**src/design/rtsg_pkg.sv**
```systemverilog
// ----------------------------------------------------------------------------
// rtsg_pkg: shared definitions for the right-triangle span generator
// Widths, status and register codes, and the sideband word that travels
// alongside the pipelined divider.
// ----------------------------------------------------------------------------
package rtsg_pkg;

  // Coordinate width of the vertex, row and clip fields.
  localparam int CoordBits = 16;
  // One extra bit for differences of two coordinates.
  localparam int CoordExt  = CoordBits + 1;
  // Hypotenuse arithmetic keeps two guard bits over a coordinate.
  localparam int HypBits   = CoordBits + 2;
  // Buffer-relative outputs.
  localparam int OutBits   = CoordBits + 1;
  // Q8 progress, 0..256 inclusive.
  localparam int ProgBits  = 9;
  // Product of a coordinate difference and a zero-extended progress.
  localparam int ProdBits  = CoordExt + ProgBits + 1;
  localparam int ColorBits = 32;
  localparam int OpaBits   = 8;
  localparam int StatusBits = 3;
  localparam int CfgIdxBits = 3;
  localparam int CfgDataBits = CoordBits;

  // Fixed-point constants of the interpolation.
  localparam int ProgOne   = 256;
  localparam int RoundHalf = 128;
  // Bias that turns an arithmetic shift into truncation towards zero.
  localparam int TruncBias = 255;
  localparam int FracBits  = 8;

  // Reset values of the configuration registers.
  localparam logic [OpaBits-1:0]          FloorReset = OpaBits'(2);
  localparam logic signed [CoordBits-1:0] ClipHiReset = CoordBits'(32767);

  typedef enum logic [StatusBits-1:0] {
    StSpan        = 3'd0,
    StTransparent = 3'd1,
    StGradient    = 3'd2,
    StNotRight    = 3'd3,
    StRowOut      = 3'd4,
    StClipped     = 3'd5
  } status_e;

  typedef enum logic [CfgIdxBits-1:0] {
    CfgOpacityFloor = 3'd0,
    CfgClipLeft     = 3'd1,
    CfgClipTop      = 3'd2,
    CfgClipRight    = 3'd3,
    CfgClipBottom   = 3'd4,
    CfgOriginX      = 3'd5,
    CfgOriginY      = 3'd6
  } cfg_idx_e;

  // Everything a word still needs once its progress has been divided out.
  typedef struct packed {
    status_e                      status;
    logic                         last_row;
    logic                         row_ok;
    logic signed [CoordBits-1:0]  row;
    logic signed [CoordBits-1:0]  cx;
    logic signed [CoordBits-1:0]  hx;
    logic signed [CoordExt-1:0]   diff;
    logic [ColorBits-1:0]         color;
  } side_t;

endpackage

```
**src/design/rtsg_divider.sv**
```systemverilog
// ----------------------------------------------------------------------------
// rtsg_divider: pipelined restoring divider for the Q8 progress
// Computes floor(num * 256 / den) for num <= den, one quotient bit per
// stage, and carries a sideband word alongside each quotient.
// ----------------------------------------------------------------------------
module rtsg_divider (
  input  logic                                  clk_i,
  input  logic                                  rst_ni,
  input  logic                                  en_i,
  input  logic                                  valid_i,
  input  logic [rtsg_pkg::CoordBits-1:0]        num_i,
  input  logic [rtsg_pkg::CoordBits-1:0]        den_i,
  input  rtsg_pkg::side_t                       side_i,
  output logic                                  valid_o,
  output logic [rtsg_pkg::ProgBits-1:0]         quot_o,
  output rtsg_pkg::side_t                       side_o
);

  localparam int Cw = rtsg_pkg::CoordBits;
  localparam int Qw = rtsg_pkg::ProgBits;

  logic                vld_q  [Qw];
  logic [Cw-1:0]       rem_q  [Qw];
  logic [Cw-1:0]       den_q  [Qw];
  logic [Qw-1:0]       quot_q [Qw];
  rtsg_pkg::side_t     side_q [Qw];

  for (genvar k = 0; k < Qw; k++) begin : g_stage
    logic          vld_in;
    logic [Cw:0]   trial;
    logic [Cw-1:0] den_in;
    logic [Qw-1:0] quot_in;
    logic          take;
    rtsg_pkg::side_t side_in;

    // The first stage decides the integer bit, the others shift the
    // remainder left by one before the trial subtraction.
    if (k == 0) begin : g_first
      assign vld_in  = valid_i;
      assign trial   = {1'b0, num_i};
      assign den_in  = den_i;
      assign quot_in = '0;
      assign side_in = side_i;
    end else begin : g_next
      assign vld_in  = vld_q[k-1];
      assign trial   = {rem_q[k-1], 1'b0};
      assign den_in  = den_q[k-1];
      assign quot_in = quot_q[k-1];
      assign side_in = side_q[k-1];
    end

    assign take = (trial >= {1'b0, den_in});

    // Valid bit of the stage.
    always_ff @(posedge clk_i or negedge rst_ni) begin
      if (!rst_ni) begin
        vld_q[k] <= 1'b0;
      end else if (en_i) begin
        vld_q[k] <= vld_in;
      end
    end

    // Partial remainder, divisor and quotient so far.
    always_ff @(posedge clk_i) begin
      if (en_i) begin
        rem_q[k]  <= take ? Cw'(trial - {1'b0, den_in}) : trial[Cw-1:0];
        den_q[k]  <= den_in;
        quot_q[k] <= {quot_in[Qw-2:0], take};
        side_q[k] <= side_in;
      end
    end
  end

  assign valid_o = vld_q[Qw-1];
  assign quot_o  = quot_q[Qw-1];
  assign side_o  = side_q[Qw-1];

endmodule

```
**src/design/right_triangle_span_generator.sv**
```systemverilog
// ----------------------------------------------------------------------------
// right_triangle_span_generator: scanline span of an axis-aligned right
// triangle, clipped to a rectangle and moved to buffer coordinates.
//
// Usage: an input word carries three vertices, the row wanted, an opacity,
// a gradient flag and a colour. It is taken at a clock edge where
// in_valid_i is high and in_stall_o is low. Exactly one result word leaves
// for each input word, in order, taken where out_valid_o is high and
// out_stall_i is low.
// From acceptance to out_valid_o a word passes two decode stages, nine
// divider stages (one progress bit each) and five stages of multiply,
// rounding, hypotenuse, clipping and the output register.
// Throughput is one word per cycle while no result is held. The whole
// pipeline advances as one; while a result waits under out_stall_i the
// pipeline holds and in_stall_o is raised, so nothing is lost or repeated.
// Configuration writes (cfg_we_i, cfg_idx_i, cfg_data_i) take effect at
// the next edge and must only be issued while the pipeline is empty.
// Reset empties the pipeline and loads the register defaults: opacity
// floor 2, clip rectangle 0..32767 on both axes, buffer origin 0.
// ----------------------------------------------------------------------------
module right_triangle_span_generator (
  input  logic                                   clk_i,
  input  logic                                   rst_ni,
  // Configuration port
  input  logic                                   cfg_we_i,
  input  logic [rtsg_pkg::CfgIdxBits-1:0]        cfg_idx_i,
  input  logic [rtsg_pkg::CfgDataBits-1:0]       cfg_data_i,
  // Input channel
  input  logic                                   in_valid_i,
  output logic                                   in_stall_o,
  input  logic signed [rtsg_pkg::CoordBits-1:0]  vertex_a_x_i,
  input  logic signed [rtsg_pkg::CoordBits-1:0]  vertex_a_y_i,
  input  logic signed [rtsg_pkg::CoordBits-1:0]  vertex_b_x_i,
  input  logic signed [rtsg_pkg::CoordBits-1:0]  vertex_b_y_i,
  input  logic signed [rtsg_pkg::CoordBits-1:0]  vertex_c_x_i,
  input  logic signed [rtsg_pkg::CoordBits-1:0]  vertex_c_y_i,
  input  logic signed [rtsg_pkg::CoordBits-1:0]  row_i,
  input  logic [rtsg_pkg::OpaBits-1:0]           opacity_i,
  input  logic                                   gradient_on_i,
  input  logic [rtsg_pkg::ColorBits-1:0]         fill_color_i,
  // Output channel
  output logic                                   out_valid_o,
  input  logic                                   out_stall_i,
  output logic [rtsg_pkg::StatusBits-1:0]        status_o,
  output logic signed [rtsg_pkg::OutBits-1:0]    span_x_start_o,
  output logic signed [rtsg_pkg::OutBits-1:0]    span_x_end_o,
  output logic signed [rtsg_pkg::OutBits-1:0]    span_y_o,
  output logic [rtsg_pkg::ColorBits-1:0]         span_color_o,
  output logic                                   last_row_o
);

  localparam int Cw = rtsg_pkg::CoordBits;
  localparam int Ce = rtsg_pkg::CoordExt;
  localparam int Hw = rtsg_pkg::HypBits;
  localparam int Ow = rtsg_pkg::OutBits;
  localparam int Pw = rtsg_pkg::ProdBits;
  localparam int Qw = rtsg_pkg::ProgBits;

  // --------------------------------------------------------------------------
  // Configuration registers
  // --------------------------------------------------------------------------
  logic [rtsg_pkg::OpaBits-1:0] floor_q;
  logic signed [Cw-1:0]         clip_l_q, clip_t_q, clip_r_q, clip_b_q;
  logic signed [Cw-1:0]         org_x_q, org_y_q;

  always_ff @(posedge clk_i or negedge rst_ni) begin
    if (!rst_ni) begin
      floor_q  <= rtsg_pkg::FloorReset;
      clip_l_q <= '0;
      clip_t_q <= '0;
      clip_r_q <= rtsg_pkg::ClipHiReset;
      clip_b_q <= rtsg_pkg::ClipHiReset;
      org_x_q  <= '0;
      org_y_q  <= '0;
    end else if (cfg_we_i) begin
      case (rtsg_pkg::cfg_idx_e'(cfg_idx_i))
        rtsg_pkg::CfgOpacityFloor: floor_q  <= cfg_data_i[rtsg_pkg::OpaBits-1:0];
        rtsg_pkg::CfgClipLeft:     clip_l_q <= cfg_data_i;
        rtsg_pkg::CfgClipTop:      clip_t_q <= cfg_data_i;
        rtsg_pkg::CfgClipRight:    clip_r_q <= cfg_data_i;
        rtsg_pkg::CfgClipBottom:   clip_b_q <= cfg_data_i;
        rtsg_pkg::CfgOriginX:      org_x_q  <= cfg_data_i;
        rtsg_pkg::CfgOriginY:      org_y_q  <= cfg_data_i;
        default: ;
      endcase
    end
  end

  // The pipeline moves as one unless the output word is held.
  logic adv;
  logic out_valid_q;
  assign adv        = !(out_valid_q && out_stall_i);
  assign in_stall_o = !adv;

  // --------------------------------------------------------------------------
  // Stage 1: early status checks and right-angle corner search
  // --------------------------------------------------------------------------
  logic signed [Cw-1:0] px [3];
  logic signed [Cw-1:0] py [3];
  logic [2:0]           m_h, m_v;
  logic [1:0]           ci, hi, vi;
  logic                 found;
  rtsg_pkg::status_e    s1_status_d;

  assign px[0] = vertex_a_x_i;
  assign py[0] = vertex_a_y_i;
  assign px[1] = vertex_b_x_i;
  assign py[1] = vertex_b_y_i;
  assign px[2] = vertex_c_x_i;
  assign py[2] = vertex_c_y_i;

  always_comb begin
    int j;
    int k;
    m_h   = '0;
    m_v   = '0;
    ci    = '0;
    hi    = '0;
    vi    = '0;
    found = 1'b0;
    // A corner shares one coordinate with each of the other two vertices.
    for (int i = 0; i < 3; i++) begin
      j = (i == 2) ? 0 : i + 1;
      k = (i == 0) ? 2 : i - 1;
      m_h[i] = (py[i] == py[j]) && (px[i] == px[k]);
      m_v[i] = (px[i] == px[j]) && (py[i] == py[k]);
    end
    // First vertex in order a, b, c wins.
    for (int i = 0; i < 3; i++) begin
      j = (i == 2) ? 0 : i + 1;
      k = (i == 0) ? 2 : i - 1;
      if (!found) begin
        if (m_h[i]) begin
          found = 1'b1;
          ci    = 2'(i);
          hi    = 2'(j);
          vi    = 2'(k);
        end else if (m_v[i]) begin
          found = 1'b1;
          ci    = 2'(i);
          hi    = 2'(k);
          vi    = 2'(j);
        end
      end
    end

    if (opacity_i <= floor_q) begin
      s1_status_d = rtsg_pkg::StTransparent;
    end else if (gradient_on_i) begin
      s1_status_d = rtsg_pkg::StGradient;
    end else if (!found) begin
      s1_status_d = rtsg_pkg::StNotRight;
    end else begin
      s1_status_d = rtsg_pkg::StSpan;
    end
  end

  logic                            s1_valid_q;
  rtsg_pkg::status_e               s1_status_q;
  logic signed [Cw-1:0]            s1_cx_q, s1_cy_q, s1_hx_q, s1_vy_q, s1_row_q;
  logic [rtsg_pkg::ColorBits-1:0]  s1_color_q;

  always_ff @(posedge clk_i or negedge rst_ni) begin
    if (!rst_ni) begin
      s1_valid_q <= 1'b0;
    end else if (adv) begin
      s1_valid_q <= in_valid_i;
    end
  end

  always_ff @(posedge clk_i) begin
    if (adv) begin
      s1_status_q <= s1_status_d;
      s1_cx_q     <= px[ci];
      s1_cy_q     <= py[ci];
      s1_hx_q     <= px[hi];
      s1_vy_q     <= py[vi];
      s1_row_q    <= row_i;
      s1_color_q  <= fill_color_i;
    end
  end

  // --------------------------------------------------------------------------
  // Stage 2: row range, leg lengths and clip row test
  // --------------------------------------------------------------------------
  logic signed [Cw-1:0] top, bot;
  logic signed [Ce-1:0] num_s, den_s;
  logic [Ce-1:0]        num_m, den_m;
  logic                 row_bad;
  rtsg_pkg::side_t      s2_side_d;

  always_comb begin
    top     = (s1_cy_q < s1_vy_q) ? s1_cy_q : s1_vy_q;
    bot     = (s1_cy_q < s1_vy_q) ? s1_vy_q : s1_cy_q;
    row_bad = (s1_cy_q == s1_vy_q) || (s1_row_q < top) || (s1_row_q > bot);
    num_s   = Ce'(s1_row_q) - Ce'(s1_cy_q);
    den_s   = Ce'(s1_vy_q) - Ce'(s1_cy_q);
    num_m   = num_s[Ce-1] ? Ce'(-num_s) : Ce'(num_s);
    den_m   = den_s[Ce-1] ? Ce'(-den_s) : Ce'(den_s);

    s2_side_d.status   = (s1_status_q == rtsg_pkg::StSpan && row_bad) ?
                         rtsg_pkg::StRowOut : s1_status_q;
    s2_side_d.last_row = (s2_side_d.status == rtsg_pkg::StSpan) && (s1_row_q == bot);
    s2_side_d.row_ok   = (s1_row_q >= clip_t_q) && (s1_row_q <= clip_b_q);
    s2_side_d.row      = s1_row_q;
    s2_side_d.cx       = s1_cx_q;
    s2_side_d.hx       = s1_hx_q;
    s2_side_d.diff     = Ce'(s1_cx_q) - Ce'(s1_hx_q);
    s2_side_d.color    = s1_color_q;
  end

  logic            s2_valid_q;
  logic [Cw-1:0]   s2_num_q, s2_den_q;
  rtsg_pkg::side_t s2_side_q;

  always_ff @(posedge clk_i or negedge rst_ni) begin
    if (!rst_ni) begin
      s2_valid_q <= 1'b0;
    end else if (adv) begin
      s2_valid_q <= s1_valid_q;
    end
  end

  always_ff @(posedge clk_i) begin
    if (adv) begin
      s2_num_q  <= num_m[Cw-1:0];
      s2_den_q  <= den_m[Cw-1:0];
      s2_side_q <= s2_side_d;
    end
  end

  // --------------------------------------------------------------------------
  // Divider: Q8 progress along the vertical leg
  // --------------------------------------------------------------------------
  logic            dv_valid;
  logic [Qw-1:0]   dv_quot;
  rtsg_pkg::side_t dv_side;

  rtsg_divider u_divider (
    .clk_i   (clk_i),
    .rst_ni  (rst_ni),
    .en_i    (adv),
    .valid_i (s2_valid_q),
    .num_i   (s2_num_q),
    .den_i   (s2_den_q),
    .side_i  (s2_side_q),
    .valid_o (dv_valid),
    .quot_o  (dv_quot),
    .side_o  (dv_side)
  );

  // --------------------------------------------------------------------------
  // Multiply stage: leg difference times clamped progress
  // --------------------------------------------------------------------------
  logic [Qw-1:0]        prog;
  logic signed [Pw-1:0] prod_d;

  assign prog   = (dv_quot > Qw'(rtsg_pkg::ProgOne)) ? Qw'(rtsg_pkg::ProgOne) : dv_quot;
  assign prod_d = dv_side.diff * $signed({1'b0, prog});

  logic                 mu_valid_q;
  logic signed [Pw-1:0] mu_prod_q;
  rtsg_pkg::side_t      mu_side_q;

  always_ff @(posedge clk_i or negedge rst_ni) begin
    if (!rst_ni) begin
      mu_valid_q <= 1'b0;
    end else if (adv) begin
      mu_valid_q <= dv_valid;
    end
  end

  always_ff @(posedge clk_i) begin
    if (adv) begin
      mu_prod_q <= prod_d;
      mu_side_q <= dv_side;
    end
  end

  // --------------------------------------------------------------------------
  // Rounding stage: add one half, divide by 256 truncating towards zero
  // --------------------------------------------------------------------------
  logic signed [Pw:0]   rnd_pos, rnd_neg;
  logic signed [Pw:0]   rnd_sh;

  always_comb begin
    rnd_pos = (Pw + 1)'(mu_prod_q) + (Pw + 1)'(rtsg_pkg::RoundHalf);
    rnd_neg = (Pw + 1)'(mu_prod_q) +
              (Pw + 1)'(rtsg_pkg::RoundHalf + rtsg_pkg::TruncBias);
    rnd_sh  = rnd_pos[Pw] ? (rnd_neg >>> rtsg_pkg::FracBits)
                          : (rnd_pos >>> rtsg_pkg::FracBits);
  end

  logic                 rd_valid_q;
  logic signed [Hw-1:0] rd_ofs_q;
  rtsg_pkg::side_t      rd_side_q;

  always_ff @(posedge clk_i or negedge rst_ni) begin
    if (!rst_ni) begin
      rd_valid_q <= 1'b0;
    end else if (adv) begin
      rd_valid_q <= mu_valid_q;
    end
  end

  always_ff @(posedge clk_i) begin
    if (adv) begin
      rd_ofs_q  <= rnd_sh[Hw-1:0];
      rd_side_q <= mu_side_q;
    end
  end

  // --------------------------------------------------------------------------
  // Hypotenuse stage: span ends ordered left to right
  // --------------------------------------------------------------------------
  logic signed [Hw-1:0] hyp, cx_w;

  assign hyp  = Hw'(rd_side_q.hx) + rd_ofs_q;
  assign cx_w = Hw'(rd_side_q.cx);

  logic                 hy_valid_q;
  logic signed [Hw-1:0] hy_x1_q, hy_x2_q;
  rtsg_pkg::side_t      hy_side_q;

  always_ff @(posedge clk_i or negedge rst_ni) begin
    if (!rst_ni) begin
      hy_valid_q <= 1'b0;
    end else if (adv) begin
      hy_valid_q <= rd_valid_q;
    end
  end

  always_ff @(posedge clk_i) begin
    if (adv) begin
      hy_x1_q   <= (cx_w < hyp) ? cx_w : hyp;
      hy_x2_q   <= (cx_w < hyp) ? hyp : cx_w;
      hy_side_q <= rd_side_q;
    end
  end

  // --------------------------------------------------------------------------
  // Clip stage: trim the span to the clip rectangle columns
  // --------------------------------------------------------------------------
  logic signed [Hw-1:0] cl_w, cr_w;

  assign cl_w = Hw'(clip_l_q);
  assign cr_w = Hw'(clip_r_q);

  logic                 cp_valid_q;
  logic signed [Hw-1:0] cp_lx_q, cp_rx_q;
  rtsg_pkg::side_t      cp_side_q;

  always_ff @(posedge clk_i or negedge rst_ni) begin
    if (!rst_ni) begin
      cp_valid_q <= 1'b0;
    end else if (adv) begin
      cp_valid_q <= hy_valid_q;
    end
  end

  always_ff @(posedge clk_i) begin
    if (adv) begin
      cp_lx_q   <= (hy_x1_q > cl_w) ? hy_x1_q : cl_w;
      cp_rx_q   <= (hy_x2_q < cr_w) ? hy_x2_q : cr_w;
      cp_side_q <= hy_side_q;
    end
  end

  // --------------------------------------------------------------------------
  // Output register: final status and buffer-relative span
  // --------------------------------------------------------------------------
  rtsg_pkg::status_e              fin_status;
  logic signed [Ow-1:0]           xs_d, xe_d, ys_d;
  logic [rtsg_pkg::ColorBits-1:0] col_d;
  logic                           last_d;

  always_comb begin
    fin_status = cp_side_q.status;
    if (fin_status == rtsg_pkg::StSpan && ((cp_lx_q > cp_rx_q) || !cp_side_q.row_ok)) begin
      fin_status = rtsg_pkg::StClipped;
    end
    last_d = cp_side_q.last_row;
    if (fin_status == rtsg_pkg::StSpan) begin
      xs_d  = Ow'(cp_lx_q - Hw'(org_x_q));
      xe_d  = Ow'(cp_rx_q - Hw'(org_x_q));
      ys_d  = Ow'(cp_side_q.row) - Ow'(org_y_q);
      col_d = cp_side_q.color;
    end else begin
      xs_d  = '0;
      xe_d  = '0;
      ys_d  = '0;
      col_d = '0;
    end
  end

  rtsg_pkg::status_e              out_status_q;
  logic signed [Ow-1:0]           out_xs_q, out_xe_q, out_y_q;
  logic [rtsg_pkg::ColorBits-1:0] out_col_q;
  logic                           out_last_q;

  always_ff @(posedge clk_i or negedge rst_ni) begin
    if (!rst_ni) begin
      out_valid_q <= 1'b0;
    end else if (adv) begin
      out_valid_q <= cp_valid_q;
    end
  end

  always_ff @(posedge clk_i) begin
    if (adv) begin
      out_status_q <= fin_status;
      out_xs_q     <= xs_d;
      out_xe_q     <= xe_d;
      out_y_q      <= ys_d;
      out_col_q    <= col_d;
      out_last_q   <= last_d;
    end
  end

  assign out_valid_o    = out_valid_q;
  assign status_o       = out_status_q;
  assign span_x_start_o = out_xs_q;
  assign span_x_end_o   = out_xe_q;
  assign span_y_o       = out_y_q;
  assign span_color_o   = out_col_q;
  assign last_row_o     = out_last_q;

  // --------------------------------------------------------------------------
  // Assertions
  // --------------------------------------------------------------------------
  // A span that survives clipping never runs right to left.
  a_span_order: assert property (@(posedge clk_i) disable iff (!rst_ni)
    out_valid_o && status_o == rtsg_pkg::StSpan |-> span_x_start_o <= span_x_end_o)
    else $error("span start lies right of span end");

  // Words that draw nothing carry no span and no colour.
  a_empty_zero: assert property (@(posedge clk_i) disable iff (!rst_ni)
    out_valid_o && status_o != rtsg_pkg::StSpan |->
      span_x_start_o == '0 && span_x_end_o == '0 && span_y_o == '0 && span_color_o == '0)
    else $error("non-span word carries span fields");

  // The bottom-row flag only comes with a span or a clipped span.
  a_last_row: assert property (@(posedge clk_i) disable iff (!rst_ni)
    out_valid_o && last_row_o |->
      status_o == rtsg_pkg::StSpan || status_o == rtsg_pkg::StClipped)
    else $error("last row flagged on a rejected word");

  // A held result stays valid and unchanged while it blocks the pipeline.
  a_hold: assert property (@(posedge clk_i) disable iff (!rst_ni)
    out_valid_o && out_stall_i |=> out_valid_o && $stable(status_o) && $stable(span_y_o))
    else $error("held result changed under stall");

endmodule

```
**config.mk**
```make
export PLATFORM = sky130hd
export DESIGN_NAME = right_triangle_span_generator
export DESIGN_NICKNAME = d
export VERILOG_FILES = /design/src/design/rtsg_pkg.sv /design/src/design/rtsg_divider.sv /design/src/design/right_triangle_span_generator.sv
export SDC_FILE = /design/constraint.sdc
export NUM_CORES = 2
export LEC_CHECK = 0
export BUFFER_PORTS_ARGS = -buffer_cell sky130_fd_sc_hd__buf_2
export CORE_MARGIN = 1.5
export CORE_UTILIZATION = 67
export DETAILED_ROUTE_END_ITERATION = 12
export PLACE_DENSITY = 0.93
export SYNTH_ARGS = -nofsm -noshare
export SYNTH_HDL_FRONTEND = slang
export SYNTH_SLANG_ARGS = --single-unit
```
**constraint.sdc**
```tcl
create_clock -name clk_i -period 214.6 [get_ports clk_i]
set_input_delay 42.92 -clock clk_i [delete_from_list [all_inputs] [get_ports clk_i]]
set_output_delay 42.92 -clock clk_i [all_outputs]
set_load 0.02 [all_outputs]
```
* Yosys cells after proc, flatten, opt, wreduce, memory -nomap -nowiden *
Memories as Yosys holds them, arrays and structs flattened.
Cells that the tools add are included.

storage, ports and cells
  register bits = 849
  bits in writable memories = 1287
  input bits = 177
  output and inout bits = 89
  word-level logic and storage cells = 242
  memories = 4

cells by class
  $add $sub $neg = 20
  multiply operators = 1
  order comparisons = 23
  equal/unequal tests = 20
  mux-type cells = 66
  bitwise gates (word level) = 3
  reduce and logical (&&, ||, !) cells = 28

memories
  memory            words  bits a word  read ports  clocked after Yosys merged registers in  wr ports  line                RTL
  u_divider.side_q  9      102          9           0                                        9         rtsg_divider.sv:26  rtsg_pkg::side_t side_q [Qw];
  u_divider.den_q   9      16           8           0                                        9         rtsg_divider.sv:24  logic [Cw-1:0] den_q [Qw];
  u_divider.rem_q   9      16           8           0                                        9         rtsg_divider.sv:23  logic [Cw-1:0] rem_q [Qw];
  u_divider.quot_q  9      9            9           0                                        9         rtsg_divider.sv:25  logic [Qw-1:0] quot_q [Qw];

operator list
  operator                                         count
  two-way mux 16 bit                               21
  == test 16 bit                                   14
  subtractor 16 bit                                9
  greater-or-equal comparator 17 x 16 -> 1 bit     8
  binary-select mux 16 bit (select 2 bit)          4
  two-way mux 18 bit                               5
  subtractor 16 x 16 -> 17 bit                     4
  two-way mux 2 bit                                20
  subtractor 17 x 16 -> 17 bit                     2
  greater-or-equal comparator 16 bit               2
  less-than comparator 16 bit                      2
  negator 16 bit                                   2
  adder 27 x 9 -> 28 bit (second input constant)   1
  multiplier 17 x 10 -> 27 bit                     1
  adder 26 x 10 -> 26 bit (second input constant)  1
  adder 16 x 18 -> 18 bit                          1
  greater-than comparator 18 x 16 -> 1 bit         1
  greater-than comparator 18 bit                   1
  less-than comparator 16 x 18 -> 1 bit            1
  less-than comparator 18 x 16 -> 1 bit            1
  greater-than comparator 16 bit                   1
  <= comparator 16 bit                             1
  logical NOT 3 bit                                5
  AND reduction 2 bit                              7
  other kinds (14)                                 46

* Logic depth before layout (Yosys ltp) *
  depth in word-level cells = 14
  gate-level depth with buffers = 24

* Hierarchy *
A second synthesis with hierarchy kept.

second synthesis, totals
  cells, all modules = 6099
  area, all modules = 91051.1 µm²

by module, submodules not included
  module                         instances  cells each  area each (µm²)  sequential area each (µm²)
  right_triangle_span_generator  1          3669        45626.3          24677.4
  rtsg_divider                   1          2430        45424.8          36830.3

* Worst setup path after synthesis *
No wires, ideal clock.

  path type = input -> output
  start point = input out_stall_i
  end point = output in_stall_o
  arrival = 104.410 ns
  data required time = 171.680 ns
  setup slack = 67.270 ns
  stages = 3
  buffers on the path = 1
  cell sequence = nand2_1 -> clkbuf_1 -> inv_1

between the ends
  longest elaborated chain between the ends = 1

ends and longest elaborated chain
  item               line                                 RTL
  start, declared    right_triangle_span_generator.sv:43  input logic out_stall_i,
  logical AND 1 bit  right_triangle_span_generator.sv:92  assign adv = !(out_valid_q && out_stall_i);
  end, declared      right_triangle_span_generator.sv:30  output logic in_stall_o,

No other way between the ends.

* Final worst setup path *
Same ends and word-level chain as after synthesis.

==> results.sh <==
export IMPL_status="complete, but fails checks"
export IMPL_failed_checks="design-rule violations"
export IMPL_yosysSeqAreaShare_pct=68.1
export IMPL_critical_path_max_stage_delay_ns=0.48
export IMPL_placed_cell_area_um2=93700
export IMPL_design_area_um2=100000
export IMPL_final_max_slew_viol_count=0
export IMPL_fin_skew_ns=0.0634
export IMPL_max_cap_violations=0
export IMPL_avgSynthCellArea_um2=14.7
export IMPL_pin_count=266
export IMPL_rows=134
export IMPL_core_um2=134000
export IMPL_grt_pass1_wl_um=309000
export IMPL_cts_resized=0
export IMPL_startpoint_type="input pin"
export IMPL_hpwlAfterDp_um=125000
export IMPL_synthDistinctLibCells=94
export IMPL_clkLatencyLatePin_ns=0.87
export IMPL_dieArea_um2=137000
export IMPL_final_util_pct=75.1
export IMPL_wl_met1_um=72000
export IMPL_yosysWarnings=0
export IMPL_syn_area_um2=90300
export IMPL_cts_buffer_depth=3
export IMPL_fin_crit_ns=86.97
export IMPL_grt_pass1_vias=53600
export IMPL_drt_pass1_iter_count=11
export IMPL_arrival_ns=44.05
export IMPL_viasPerCell=6.19
export IMPL_crit_top_cell="buf_2"
export IMPL_first_iter_violations=6173
export IMPL_synth_ff_type="edfxtp_1"
export IMPL_cts_sinks=2067
export IMPL_worstPathCellList="buf_2 -> nand2_4 -> inv_1 -> buf_2"
export IMPL_fin_crit_sh_pct=40.5
export IMPL_path_clk_slew_ns=0.07
export IMPL_syn_inst=6119
export IMPL_endpoint_kind="output pin"
export IMPL_drive_gt1_share_pct=12.7
export IMPL_finalWirelength_um=203000
export IMPL_finalHoldViolCount=0
export IMPL_cts_tree="built"
export IMPL_die_w_um=370
export IMPL_syn2layout_area_growth_pct=11.1
export IMPL_top_layer="met5"
export IMPL_grt_max_degree=240
export IMPL_worst_setup_path_type="input pin to output pin"
export IMPL_ys_seq_elements=2067
export IMPL_cts_setup_buffers=0
export IMPL_ant_nets=0
export IMPL_drc=42
export IMPL_relSlewSlack_pct=12.5
export IMPL_setup_viol=0
export IMPL_synth_edf_count=1947
export IMPL_io_buffers=265
export IMPL_die_h_um=370
export IMPL_worstPathRequired_ns=171.68
export IMPL_num_vias=52300
export IMPL_reg2reg_depth=19
export IMPL_postCtsHoldBufs=0
export IMPL_rsz0062_at_grt="false"
export IMPL_fmax_ghz=0.0115
export IMPL_hold_class="register to register"
export IMPL_synth_nets=6900
export IMPL_place_gp_congestion=0.930
export IMPL_htree_levels=4
export IMPL_dr_wl_met2_um=101000
export IMPL_post_drt_wl_per_cell_um=24.0
export IMPL_gr_total_overflow=0
export IMPL_nNetsFinal=7290
export IMPL_numCtsBuffers=194
export IMPL_crit_path_max_fanout=34
export IMPL_root_buffer="clkbuf_16"
export IMPL_setup_tns_ns=0
export IMPL_ys_async_sr_fraction_pct=5.81
export IMPL_gr_usage_all_layers_pct=30.0
export IMPL_tightestPinTransition_ns=1.31
export IMPL_antenna_found_initial=12
export IMPL_reg2reg_slack_ns=206.59
export IMPL_slowest_stage="nand2_4"
export IMPL_initial_core_util_pct=67.5
export IMPL_whs_path_depth=0
export IMPL_met3_length_um=17100
[per-stage QoR]
stage                     instances  hold WS (ns)  setup WS [ns]
after detailed placement       8081         0.405         127.73
after CTS                      8445         0.382         127.69
after floorplan                6119         0.400          67.27
final                          8448         0.376         127.63
after global routing           8445         0.389         127.61
after global placement         8081         0.400         127.76
[Yosys cell counts, types with 17 or more instances]
library cell / number / share of area, %
or3_1: 29 / 0.20
nand4_1: 67 / 0.46
a211oi_1: 28 / 0.23
nand2_1: 365 / 1.5
mux2i_1: 77 / 0.85
nand3_1: 63 / 0.35
nor3_1: 99 / 0.55
o31ai_1: 17 / 0.14
ha_1: 460 / 6.4
a21oi_1: 307 / 1.7
and2_1: 115 / 0.80
o21a_1: 58 / 0.48
fa_1: 144 / 3.2
nor2b_1: 64 / 0.44
dfstp_2: 31 / 0.90
edfxtp_1: 1947 / 65
clkbuf_1: 73 / 0.30
dfrtp_1: 89 / 2.5
buf_2: 18 / 0.10
inv_1: 574 / 2.4
a21o_1: 86 / 0.72
xnor2_1: 197 / 1.9
o21ai_0: 223 / 1.2
xor2_1: 137 / 1.3
nand2b_1: 33 / 0.23
nor4_1: 31 / 0.21
mux2_2: 147 / 1.8
and3_1: 31 / 0.21
nor2_1: 301 / 1.3
a31oi_1: 25 / 0.17
buf_1: 20 / 0.083
[area by class of cell]
cell class | count | area (um^2)
flip-flops and latches | 2067 | 61500
diodes | 3 | 7.51
well taps | 1768 | 2210
clock inverters | 127 | 1470
fillers | 7210 | 33300
clock buffers | 237 | 5080
inverters | 575 | 2160
multi-input cells | 3362 | 26200
repair buffers | 309 | 1700
[layer usage]
layer,vias up,global-route usage [%]
li1,23100,-
met5,-,0
met4,14,16.8
met1,25400,35.5
met2,2955,51.0
met3,852,6.76
[worst paths after layout]
check                                   startpoint             to
setup / recovery                       out_stall_i     in_stall_o
max in group asynchronous                   rst_ni    org_y_q[11]
hold / removal                       mu_side_q[26]  rd_side_q[26]
min in group asynchronous                   rst_ni     cp_valid_q
setup reg to reg           u_divider.quot_q[0][80]  mu_prod_q[24]
hold reg to reg                      mu_side_q[26]  rd_side_q[26]
[worst max-delay path, delay by kind of cell]
kind          cells  cell delay, ns
buf+inv           3            0.60
simple gates      1            0.48
[flip-flops by register name, summed over array words and instances, names as in the netlist, 27 cells and up]
register          flops
rd_side_q            69
span_color_o         32
u_divider.rem_q     128
mu_prod_q            27
s1_color_q           32
u_divider.quot_q     45
cp_side_q            52
mu_side_q            85
s2_side_q           102
u_divider.side_q    918
u_divider.den_q     128
hy_side_q            53
[placed cells by master (no fill, tap or decap), drive strengths merged, types with 137 or more instances in the layout]
cell type / n
inv: 582
xor2: 137
clkbuf: 237
fa: 144
buf: 309
nand2: 365
a21oi: 313
mux2: 157
ha: 460
xnor2: 197
o21ai: 238
nor2: 301
edfxtp: 1947
[kinds of logic (layout without fill, tap and decap cells)]
kind of cell / after synthesis / after routing / synth area share (%)
adders and majority gates: 604 / 604 / 9.57
xor gates and xnor gates: 334 / 334 / 3.24
and+or+nand+nor: 1258 / 1258 / 6.77
other: 0 / 3 / 0
AOI/OAI and AO/OA: 932 / 932 / 6.49
buffers and inverters: 690 / 1248 / 2.92
muxes: 234 / 234 / 2.85
DFF: 2067 / 2067 / 68.1
Power is left out: the tool's default activity adds up to more than one toggle a clock period on the data nets, which glitch-free logic cannot reach.
